$ cat src/rtl/bved_pkg.sv
// package for the beacon vendor element detector
// payload structs, element walk phases, register map and frame offsets; no dependencies
`timescale 1ns / 1ps

package bved_pkg;

  // input transfer: one captured byte and its end-of-capture mark
  typedef struct packed {
    logic [7:0] data_byte;
    logic       last_byte;
  } in_item_t;

  // result transfer
  typedef struct packed {
    logic [47:0] station_address;
    logic [7:0]  name_length;
  } out_item_t;

  // element walker phases
  typedef enum logic [2:0] {
    PH_TYPE       = 3'd0,
    PH_LEN_VENDOR = 3'd1,
    PH_LEN_OTHER  = 3'd2,
    PH_ID         = 3'd3,
    PH_SKIP       = 3'd4
  } phase_t;

  // register indexes (byte address 4 * index)
  localparam logic [1:0] REG_HEADER_SKIP = 2'd0;
  localparam logic [1:0] REG_VENDOR_TAG  = 2'd1;
  localparam logic [1:0] REG_VENDOR_ID   = 2'd2;

  localparam logic [7:0]  HEADER_SKIP_RST = 8'd18;
  localparam logic [7:0]  VENDOR_TAG_RST  = 8'd221;
  localparam logic [31:0] VENDOR_ID_RST   = 32'h0050_f204;

  // frame layout
  localparam logic [7:0] FC_MASK       = 8'hfc;
  localparam logic [7:0] FC_BEACON     = 8'h80;
  localparam int         ADDR_FIRST    = 16;
  localparam int         ADDR_END      = 22;
  localparam int         SSID_LEN_OFS  = 37;
  localparam int         ELEMENTS_OFS  = 38;
  localparam int         VENDOR_MIN_LEN = 4;

endpackage

$ cat src/rtl/beacon_vendor_element_detector.sv
// beacon vendor element detector, top level
// byte parser, configuration registers and result register; depends on bved_pkg
`timescale 1ns / 1ps

// Usage
//   in_*  : one byte of a captured frame per transfer, last_byte marks the final byte.
//   out_* : one result per matching beacon frame (station address and SSID length).
//   apb   : header_skip at 0x0, vendor_tag at 0x4, vendor_id at 0x8; pready is tied high,
//           reads return the stored value, other addresses are ignored.
// Throughput: one byte per clock cycle while in_stall is low, set by the single pass of
//   the byte parser; every byte updates the frame state at the edge at which it is taken.
// Match: a result sits in the output register in the cycle after the transfer of the
//   fourth matching identifier byte.
// Stall: the output register holds the result while out_stall is high; in_stall is
//   raised only while that register is full and stalled, so bytes keep flowing while
//   no result is waiting.
// Reset (synchronous, rst_n low): registers return to 18 / 221 / 0x0050f204, the frame
//   state clears and the output register empties.
// A final-byte mark clears the frame state after that byte has been parsed, so the
//   next byte starts a new capture.

module beacon_vendor_element_detector #(
  parameter int POSITION_LIMIT = 4096
) (
  input  logic                clk,
  input  logic                rst_n,
  // input channel
  input  logic                in_valid,
  output logic                in_stall,
  input  bved_pkg::in_item_t  in_data,
  // result channel
  output logic                out_valid,
  input  logic                out_stall,
  output bved_pkg::out_item_t out_data,
  // configuration port
  input  logic                psel,
  input  logic                penable,
  input  logic                pwrite,
  input  logic [3:0]          paddr,
  input  logic [31:0]         pwdata,
  output logic [31:0]         prdata,
  output logic                pready
);

  import bved_pkg::*;

  // position counter width, and a compare width that also holds header_skip and
  // the 9-bit element start offset
  localparam int PW = $clog2(POSITION_LIMIT + 1);
  localparam int RW = (PW > 9) ? PW : 9;

  // configuration registers
  logic [7:0]  header_skip_r;
  logic [7:0]  vendor_tag_r;
  logic [31:0] vendor_id_r;

  // frame state
  logic [PW-1:0] pos_r, pos_nxt;
  logic [47:0]   addr_r, addr_nxt;
  logic [7:0]    ssid_len_r, ssid_len_nxt;
  phase_t        phase_r, phase_nxt;
  logic [7:0]    remain_r, remain_nxt;
  logic [1:0]    progress_r, progress_nxt;
  logic          frame_done_r, frame_done_nxt;

  // result register
  logic          out_valid_r, out_valid_nxt;
  out_item_t     out_data_r, out_data_nxt;

  logic          in_xfer;
  logic          cfg_wr;
  logic          active;
  logic [RW-1:0] pos_ext;
  logic [RW-1:0] rel;
  logic [RW-1:0] elem_start;
  logic [7:0]    want;
  logic [7:0]    remain_dec;
  logic          hit;

  // ---------------------------------------------------------------------------
  // configuration port
  // ---------------------------------------------------------------------------
  assign pready = 1'b1;
  assign cfg_wr = psel & penable & pwrite & pready;

  always_ff @(posedge clk) begin
    if (!rst_n) begin
      header_skip_r <= HEADER_SKIP_RST;
      vendor_tag_r  <= VENDOR_TAG_RST;
      vendor_id_r   <= VENDOR_ID_RST;
    end else if (cfg_wr) begin
      case (paddr[3:2])
        REG_HEADER_SKIP: header_skip_r <= pwdata[7:0];
        REG_VENDOR_TAG:  vendor_tag_r  <= pwdata[7:0];
        REG_VENDOR_ID:   vendor_id_r   <= pwdata;
        default: ;
      endcase
    end
  end

  always_comb begin
    case (paddr[3:2])
      REG_HEADER_SKIP: prdata = {24'd0, header_skip_r};
      REG_VENDOR_TAG:  prdata = {24'd0, vendor_tag_r};
      REG_VENDOR_ID:   prdata = vendor_id_r;
      default:         prdata = 32'd0;
    endcase
  end

  // ---------------------------------------------------------------------------
  // handshakes: input waits only while a result is held back
  // ---------------------------------------------------------------------------
  assign in_stall  = out_valid_r & out_stall;
  assign in_xfer   = in_valid & ~in_stall;
  assign out_valid = out_valid_r;
  assign out_data  = out_data_r;

  // ---------------------------------------------------------------------------
  // byte parser
  // ---------------------------------------------------------------------------
  assign pos_ext    = RW'(pos_r);
  assign rel        = pos_ext - RW'(header_skip_r);
  assign elem_start = RW'(ELEMENTS_OFS) + RW'(ssid_len_r);
  assign active     = ~frame_done_r && (pos_r < PW'(POSITION_LIMIT)) &&
                      (pos_ext >= RW'(header_skip_r));
  assign remain_dec = remain_r - 8'd1;

  // identifier byte expected next, first byte most significant
  always_comb begin
    case (progress_r)
      2'd0:    want = vendor_id_r[31:24];
      2'd1:    want = vendor_id_r[23:16];
      2'd2:    want = vendor_id_r[15:8];
      default: want = vendor_id_r[7:0];
    endcase
  end

  // next frame state
  always_comb begin
    pos_nxt        = pos_r;
    addr_nxt       = addr_r;
    ssid_len_nxt   = ssid_len_r;
    phase_nxt      = phase_r;
    remain_nxt     = remain_r;
    progress_nxt   = progress_r;
    frame_done_nxt = frame_done_r;
    hit            = 1'b0;

    if (in_xfer) begin
      if (active) begin
        if (rel == '0) begin
          // frame control byte: only beacons go further
          if ((in_data.data_byte & FC_MASK) != FC_BEACON) frame_done_nxt = 1'b1;
        end else if (rel >= RW'(ADDR_FIRST) && rel < RW'(ADDR_END)) begin
          addr_nxt = {addr_r[39:0], in_data.data_byte};
        end else if (rel == RW'(SSID_LEN_OFS)) begin
          ssid_len_nxt = in_data.data_byte;
        end else if (rel >= elem_start) begin
          // element walk
          case (phase_r)
            PH_TYPE: begin
              phase_nxt = (in_data.data_byte == vendor_tag_r) ? PH_LEN_VENDOR : PH_LEN_OTHER;
            end
            PH_LEN_VENDOR: begin
              remain_nxt   = in_data.data_byte;
              progress_nxt = 2'd0;
              if (in_data.data_byte >= 8'(VENDOR_MIN_LEN)) phase_nxt = PH_ID;
              else if (in_data.data_byte == 8'd0)          phase_nxt = PH_TYPE;
              else                                         phase_nxt = PH_SKIP;
            end
            PH_LEN_OTHER: begin
              remain_nxt = in_data.data_byte;
              phase_nxt  = (in_data.data_byte == 8'd0) ? PH_TYPE : PH_SKIP;
            end
            PH_ID: begin
              remain_nxt = remain_dec;
              if (in_data.data_byte != want) begin
                phase_nxt = (remain_dec == 8'd0) ? PH_TYPE : PH_SKIP;
              end else begin
                progress_nxt = progress_r + 2'd1;
                if (progress_r == 2'd3) begin
                  phase_nxt      = (remain_dec == 8'd0) ? PH_TYPE : PH_SKIP;
                  hit            = 1'b1;
                  frame_done_nxt = 1'b1;
                end
              end
            end
            PH_SKIP: begin
              remain_nxt = remain_dec;
              if (remain_dec == 8'd0) phase_nxt = PH_TYPE;
            end
            default: begin
              phase_nxt = PH_TYPE;
            end
          endcase
        end
      end

      // position saturates at the limit
      if (pos_r < PW'(POSITION_LIMIT)) pos_nxt = pos_r + PW'(1);

      // end of capture: start afresh
      if (in_data.last_byte) begin
        pos_nxt        = '0;
        addr_nxt       = '0;
        ssid_len_nxt   = '0;
        phase_nxt      = PH_TYPE;
        remain_nxt     = '0;
        progress_nxt   = '0;
        frame_done_nxt = 1'b0;
      end
    end
  end

  // result register: loads on a match, empties when the transfer completes
  always_comb begin
    out_data_nxt  = out_data_r;
    out_valid_nxt = out_valid_r & out_stall;
    if (hit) begin
      out_valid_nxt              = 1'b1;
      out_data_nxt.station_address = addr_r;
      out_data_nxt.name_length     = ssid_len_r;
    end
  end

  always_ff @(posedge clk) begin
    if (!rst_n) begin
      pos_r        <= '0;
      addr_r       <= '0;
      ssid_len_r   <= '0;
      phase_r      <= PH_TYPE;
      remain_r     <= '0;
      progress_r   <= '0;
      frame_done_r <= 1'b0;
      out_valid_r  <= 1'b0;
    end else begin
      pos_r        <= pos_nxt;
      addr_r       <= addr_nxt;
      ssid_len_r   <= ssid_len_nxt;
      phase_r      <= phase_nxt;
      remain_r     <= remain_nxt;
      progress_r   <= progress_nxt;
      frame_done_r <= frame_done_nxt;
      out_valid_r  <= out_valid_nxt;
    end
  end

  always_ff @(posedge clk) begin
    out_data_r <= out_data_nxt;
  end

  // ---------------------------------------------------------------------------
  // assertions
  // ---------------------------------------------------------------------------
  // input held back only by a waiting result
  a_stall_needs_result: assert property (@(posedge clk) disable iff (!rst_n)
    in_stall |-> out_valid_r)
    else $error("input stalled without a pending result");

  // a new result only follows an accepted byte
  a_result_from_byte: assert property (@(posedge clk) disable iff (!rst_n)
    $rose(out_valid_r) |-> $past(in_valid && !in_stall))
    else $error("result appeared without an input transfer");

  // the final byte restarts the capture
  a_last_clears: assert property (@(posedge clk) disable iff (!rst_n)
    (in_valid && !in_stall && in_data.last_byte) |=> (pos_r == '0 && !frame_done_r))
    else $error("frame state not cleared after final byte");

  // a frame cannot be finished before its first byte
  a_done_after_start: assert property (@(posedge clk) disable iff (!rst_n)
    (pos_r == '0) |-> !frame_done_r)
    else $error("frame marked done at capture start");

endmodule

$ cat config.mk
export PLATFORM = sky130hd
export DESIGN_NAME = beacon_vendor_element_detector
export DESIGN_NICKNAME = d
export VERILOG_FILES = /design/src/rtl/bved_pkg.sv /design/src/rtl/beacon_vendor_element_detector.sv
export SDC_FILE = /design/constraint.sdc
export NUM_CORES = 1
export LEC_CHECK = 0
export ABC_AREA = 0
export BUFFER_PORTS_ARGS = -buffer_cell sky130_fd_sc_hd__clkbuf_2
export CORE_UTILIZATION = 57
export DETAILED_ROUTE_END_ITERATION = 10
export PLACE_DENSITY = 0.9
export SLEW_MARGIN = 30
export SYNTH_ARGS = -nofsm -noshare
export SYNTH_HDL_FRONTEND = slang
export SYNTH_SLANG_ARGS = --single-unit
$ cat constraint.sdc
create_clock -name clk -period 12.3 [get_ports clk]
set_input_delay 1.845 -clock clk [delete_from_list [all_inputs] [get_ports clk]]
set_output_delay 1.845 -clock clk [all_outputs]
set_load 0.1 [all_outputs]
==> run summary <==
The flow ran to the end, and the final reports show no timing, DRC or antenna violations. In the detailed route, the total length drawn on met3 is 1430 um. The detail-routed net length per standard cell is 17.4 um. Data on the critical path arrives at its endpoint at 3.61 ns.

The number of nets produced by synthesis is 988. The number of buffers added to fix hold violations after cts is 0. The worst-margin pin slew came out at 0.768 ns. The largest clock skew in the final design came out at 0.0169 ns. The repair_antennas step left the layout with diodes totalling 0. In this run the horizontal extent of the chip is 126 um. The via count is 7,389. The number of global-route vias before repair came out at 6,968.

The async set or reset register ratio after synthesis is 0%. The achievable frequency is 0.183 GHz. Of the total power, the clock network draws 43.8%. The proportion of layout cells with a drive suffix above 1 is 19.4%. In this run the static leakage power is 4.17 nW. The share of total power dissipated in combinational logic is 7.2%. The quantity of gates resized following cts is 0. After synthesis, flip-flops and latches occupy 49.6% of the total area. The worst register-to-register path has a depth of 16. In this run the cell area measured after placement is 9520 um2. The area overhead of the layout relative to synthesis came out at 16.6%. The number of antenna violations at the first check in global routing came out at 0. The worst setup path is of the in -> out kind.

In the routed design, unresolved DRC markers number 0. The worst setup path is captured at an output port. In this run the critical register-to-register path is launched from header_skip_r[1].

The distinct cell type count after synthesis came out at 75. The worst min-delay path endpoint is out_data[49]. The total met2 wirelength after detailed routing came out at 10,500 um. The core footprint came out at 14,800 um2. The number of setup buffers added after CTS is 0. The iteration-0 DRC count of the detailed router came out at 660.

The register clock-pin slew on the reported worst setup and hold paths is 0.07 ns. The post-route clock period utilization is 44.3%. STA classifies the critical path startpoint as a primary input. Measured along the y axis, the die boundary spans 126 um. The number of instances on the worst hold path is 0. The total power is 1.31 mW.

The setup violation total in the final timing report is 0. The final count of pins violating max slew is 0. The netlist area before placement came out at 8720 um2. After detailed routing, the number of vias per cell comes to 6.05. The total die area is 15,800 um2. TritonCTS built the clock tree. The number of hold-slack violations in the final timing report came out at 0.

For this block, the routed nets add up to 21,300 um of wire. The number of violations of the max-capacitance limit came out at 0. The number of cells produced by synthesis came out at 911. The net switching fraction of the power came out at 26.4%.

The clock latency of the later-clocked register in the worst-skew pair came out at 0.44 ns. The worst register-to-register path ends at out_valid. The worst-case register-to-register setup slack is 7.81 ns. The number of warnings printed during yosys synthesis came out at 0. The level count of the clock H-tree is 4. The worst ir drop on vdd is 0.0000928 V. The number of enable flip-flop cells after synthesis came out at 56.

The number of nets at the end of the flow is 1,102. Setup repair after global routing left no endpoint under its margin. Clock tree synthesis inserted a total of 17 buffers. Routed signal wires occupy layers up through met4.

The buffer levels on the longest clock path is 2. The largest net degree at the start of global routing is 95. Global routing used 27.4% of the available tracks across all layers. The number of primary I/O pins is 143.

Adding up every negative setup slack in the final design gives 0 ns. Per report_power, the sequential group accounts for 49.0% of the total. The data required time at the worst endpoint came out at 10.45 ns. In the synthesized netlist the dominant register cell turns out to be dfxtp_1. The net switching component of the power is 0.346 mW. The internal cell power is 0.963 mW. The detail route stage leaves a number of antenna-violating nets equal to 0. The wire length of the first global-routing pass is 34,500 um. Once detailed placement completed, the half-perimeter wirelength came to 14,400 um.

The minimum clock period is 5.45 ns. The worst slew slack as a fraction of its limit is 48.8%. Counting every sink on the clock net gives 188.

In this run the most critical hold path is launched from addr_r[41]. The area of all placed cells without fillers is 10,200 um2. The standard-cell row count came out at 44. Clock tree synthesis selected as its root buffer the cell clkbuf_16. Before antenna repair, the detailed router went through 8 iterations. The remaining global-route overflow is 0. At the end of routability-driven placement, the weighted congestion stood at 0.920. Averaged over all synthesized cells, the footprint is 9.58 um2. The maximum fanout count along the critical path is 27. The total of flip-flops plus latches after synthesis came out at 188.

The tightest min-delay check is of the reg -> reg type. The total power density per cell area is 129 nW/um2. The initial cell density of the core came out at 59.1%. The number of buffers inserted by port buffering came out at 139.

The sum of routed wire segments on met1 came out at 8710 um.
state kept, by name, summed over array words and instances (netlist names), 2 cells and up:
name           count
phase_r            3
progress_r         2
pos_ext           13
out_data          56
header_skip_r      8
ssid_len_r         8
remain_r           8
addr_r            48
vendor_tag_r       8
vendor_id_r       32
critical path: stages:
cell      delay [ns]
clkbuf_2        0.24
nor2b_1         0.46
buf_4           0.33
nand2_1         0.08
o21ai_0         0.13
clkbuf_2        0.52
kinds of logic after synthesis:
group | count (synthesis) | synth area share (%)
adder cells (fa/ha/maj) | 26 | 3.79
flip-flops | 188 | 49.6
AO/OA/AOI/OAI | 201 | 16.1
other | 1 | 0.0430
multiplexers | 29 | 3.33
buffers and inverters | 84 | 4.04
XOR/XNOR | 36 | 3.61
AND/OR/NAND/NOR | 346 | 19.5
per-layer routing:
metal  up-vias  GRT usage, %
met5         -             0
met4         0          11.6
met3        62          6.24
met2       322          46.9
met1      3507          33.2
li1       3498             -
power by group through the flow:
stage	clock, mW	sequential [mW]	combinational (mW)
after global placement	0	0.656	0.0897
after floorplan	0	0.654	0.0676
after global routing	0.607	0.642	0.101
final	0.574	0.641	0.0939
after CTS	0.580	0.641	0.0928
after detailed placement	0	0.656	0.0919
cells in the mapped netlist, drive strengths merged, types with 3 or more instances:
| cell | instances | share of area, % |
|---|---|---|
| xor2 | 21 | 2.1 |
| clkbuf | 38 | 1.6 |
| nor2b | 15 | 1.1 |
| a222oi | 8 | 0.92 |
| a221o | 3 | 0.34 |
| nor4b | 4 | 0.65 |
| a211oi | 6 | 0.63 |
| xnor2 | 15 | 1.5 |
| edfxtp | 56 | 19 |
| o22ai | 4 | 0.29 |
| or4 | 4 | 0.39 |
| o31ai | 3 | 0.42 |
| mux2i | 29 | 3.3 |
| nand2 | 106 | 4.6 |
| a21oi | 53 | 3.0 |
| a31oi | 6 | 0.43 |
| or2 | 3 | 0.22 |
| nand3b | 4 | 0.34 |
| nor3b | 3 | 0.26 |
| dfxtp | 132 | 30 |
| a21boi | 4 | 0.34 |
| and2 | 27 | 1.9 |
| nand3 | 25 | 1.4 |
| nor2 | 102 | 4.4 |
| nor4 | 6 | 0.85 |
| ha | 24 | 3.4 |
| and3 | 5 | 0.36 |
| nand2b | 3 | 0.22 |
| o21a | 5 | 0.43 |
| a21o | 8 | 0.69 |
| a22oi | 48 | 4.1 |
| o21ai | 24 | 1.4 |
| o2111ai | 5 | 0.50 |
| nand4 | 12 | 0.86 |
| buf | 16 | 1.1 |
| or3 | 10 | 0.72 |
| a211o | 5 | 0.50 |
| inv | 29 | 1.2 |
| o211ai | 3 | 0.26 |
| nor3 | 12 | 0.69 |
worst max-delay path by stage:
stage / endpoint / slack, ns / start / cells past startpoint
after floorplan: out_data[0] / 2.89 / in_data[1] / 6
after detailed placement: prdata[7] / 6.92 / paddr[2] / 6
final: prdata[7] / 6.85 / paddr[2] / 6
after global placement: prdata[7] / 6.97 / paddr[2] / 6
after CTS: prdata[7] / 6.88 / paddr[2] / 6
after global routing: prdata[7] / 6.73 / paddr[2] / 6
layout by cell type (no fill, tap or decap), types with 15 or more instances in the layout:
| cell | instances |
|---|---|
| nor2b_1 | 15 |
| o21ai_0 | 21 |
| clkbuf_2 | 139 |
| edfxtp_1 | 56 |
| nand3_1 | 25 |
| ha_1 | 24 |
| nand2_1 | 106 |
| mux2i_1 | 29 |
| nor2_1 | 100 |
| dfxtp_1 | 132 |
| and2_1 | 27 |
| xnor2_1 | 15 |
| xor2_1 | 21 |
| inv_1 | 28 |
| a22oi_1 | 48 |
| clkbuf_16 | 17 |
| a21oi_1 | 52 |
stage by stage:
step,utilization (%),std cells,hold WS [ns],setup slack [ns]
after floorplan,-,911,0.409,2.89
after global placement,64.3,1188,0.413,6.97
after detailed placement,64.5,1190,0.420,6.92
after CTS,68.9,1222,0.433,6.88
after global routing,68.9,1222,0.453,6.73
final,68.9,1222,0.436,6.85
final cells by class:
cell class                 count  area, um2
clock buffer                  17        425
clock inverter                15        215
fill                        1061       4580
inverter                      30        113
multi-input combinational    639       4070
sequential                   188       4320
tap                          184        230
timing repair buffer         149        790
Power figures use the tool's default switching activity.
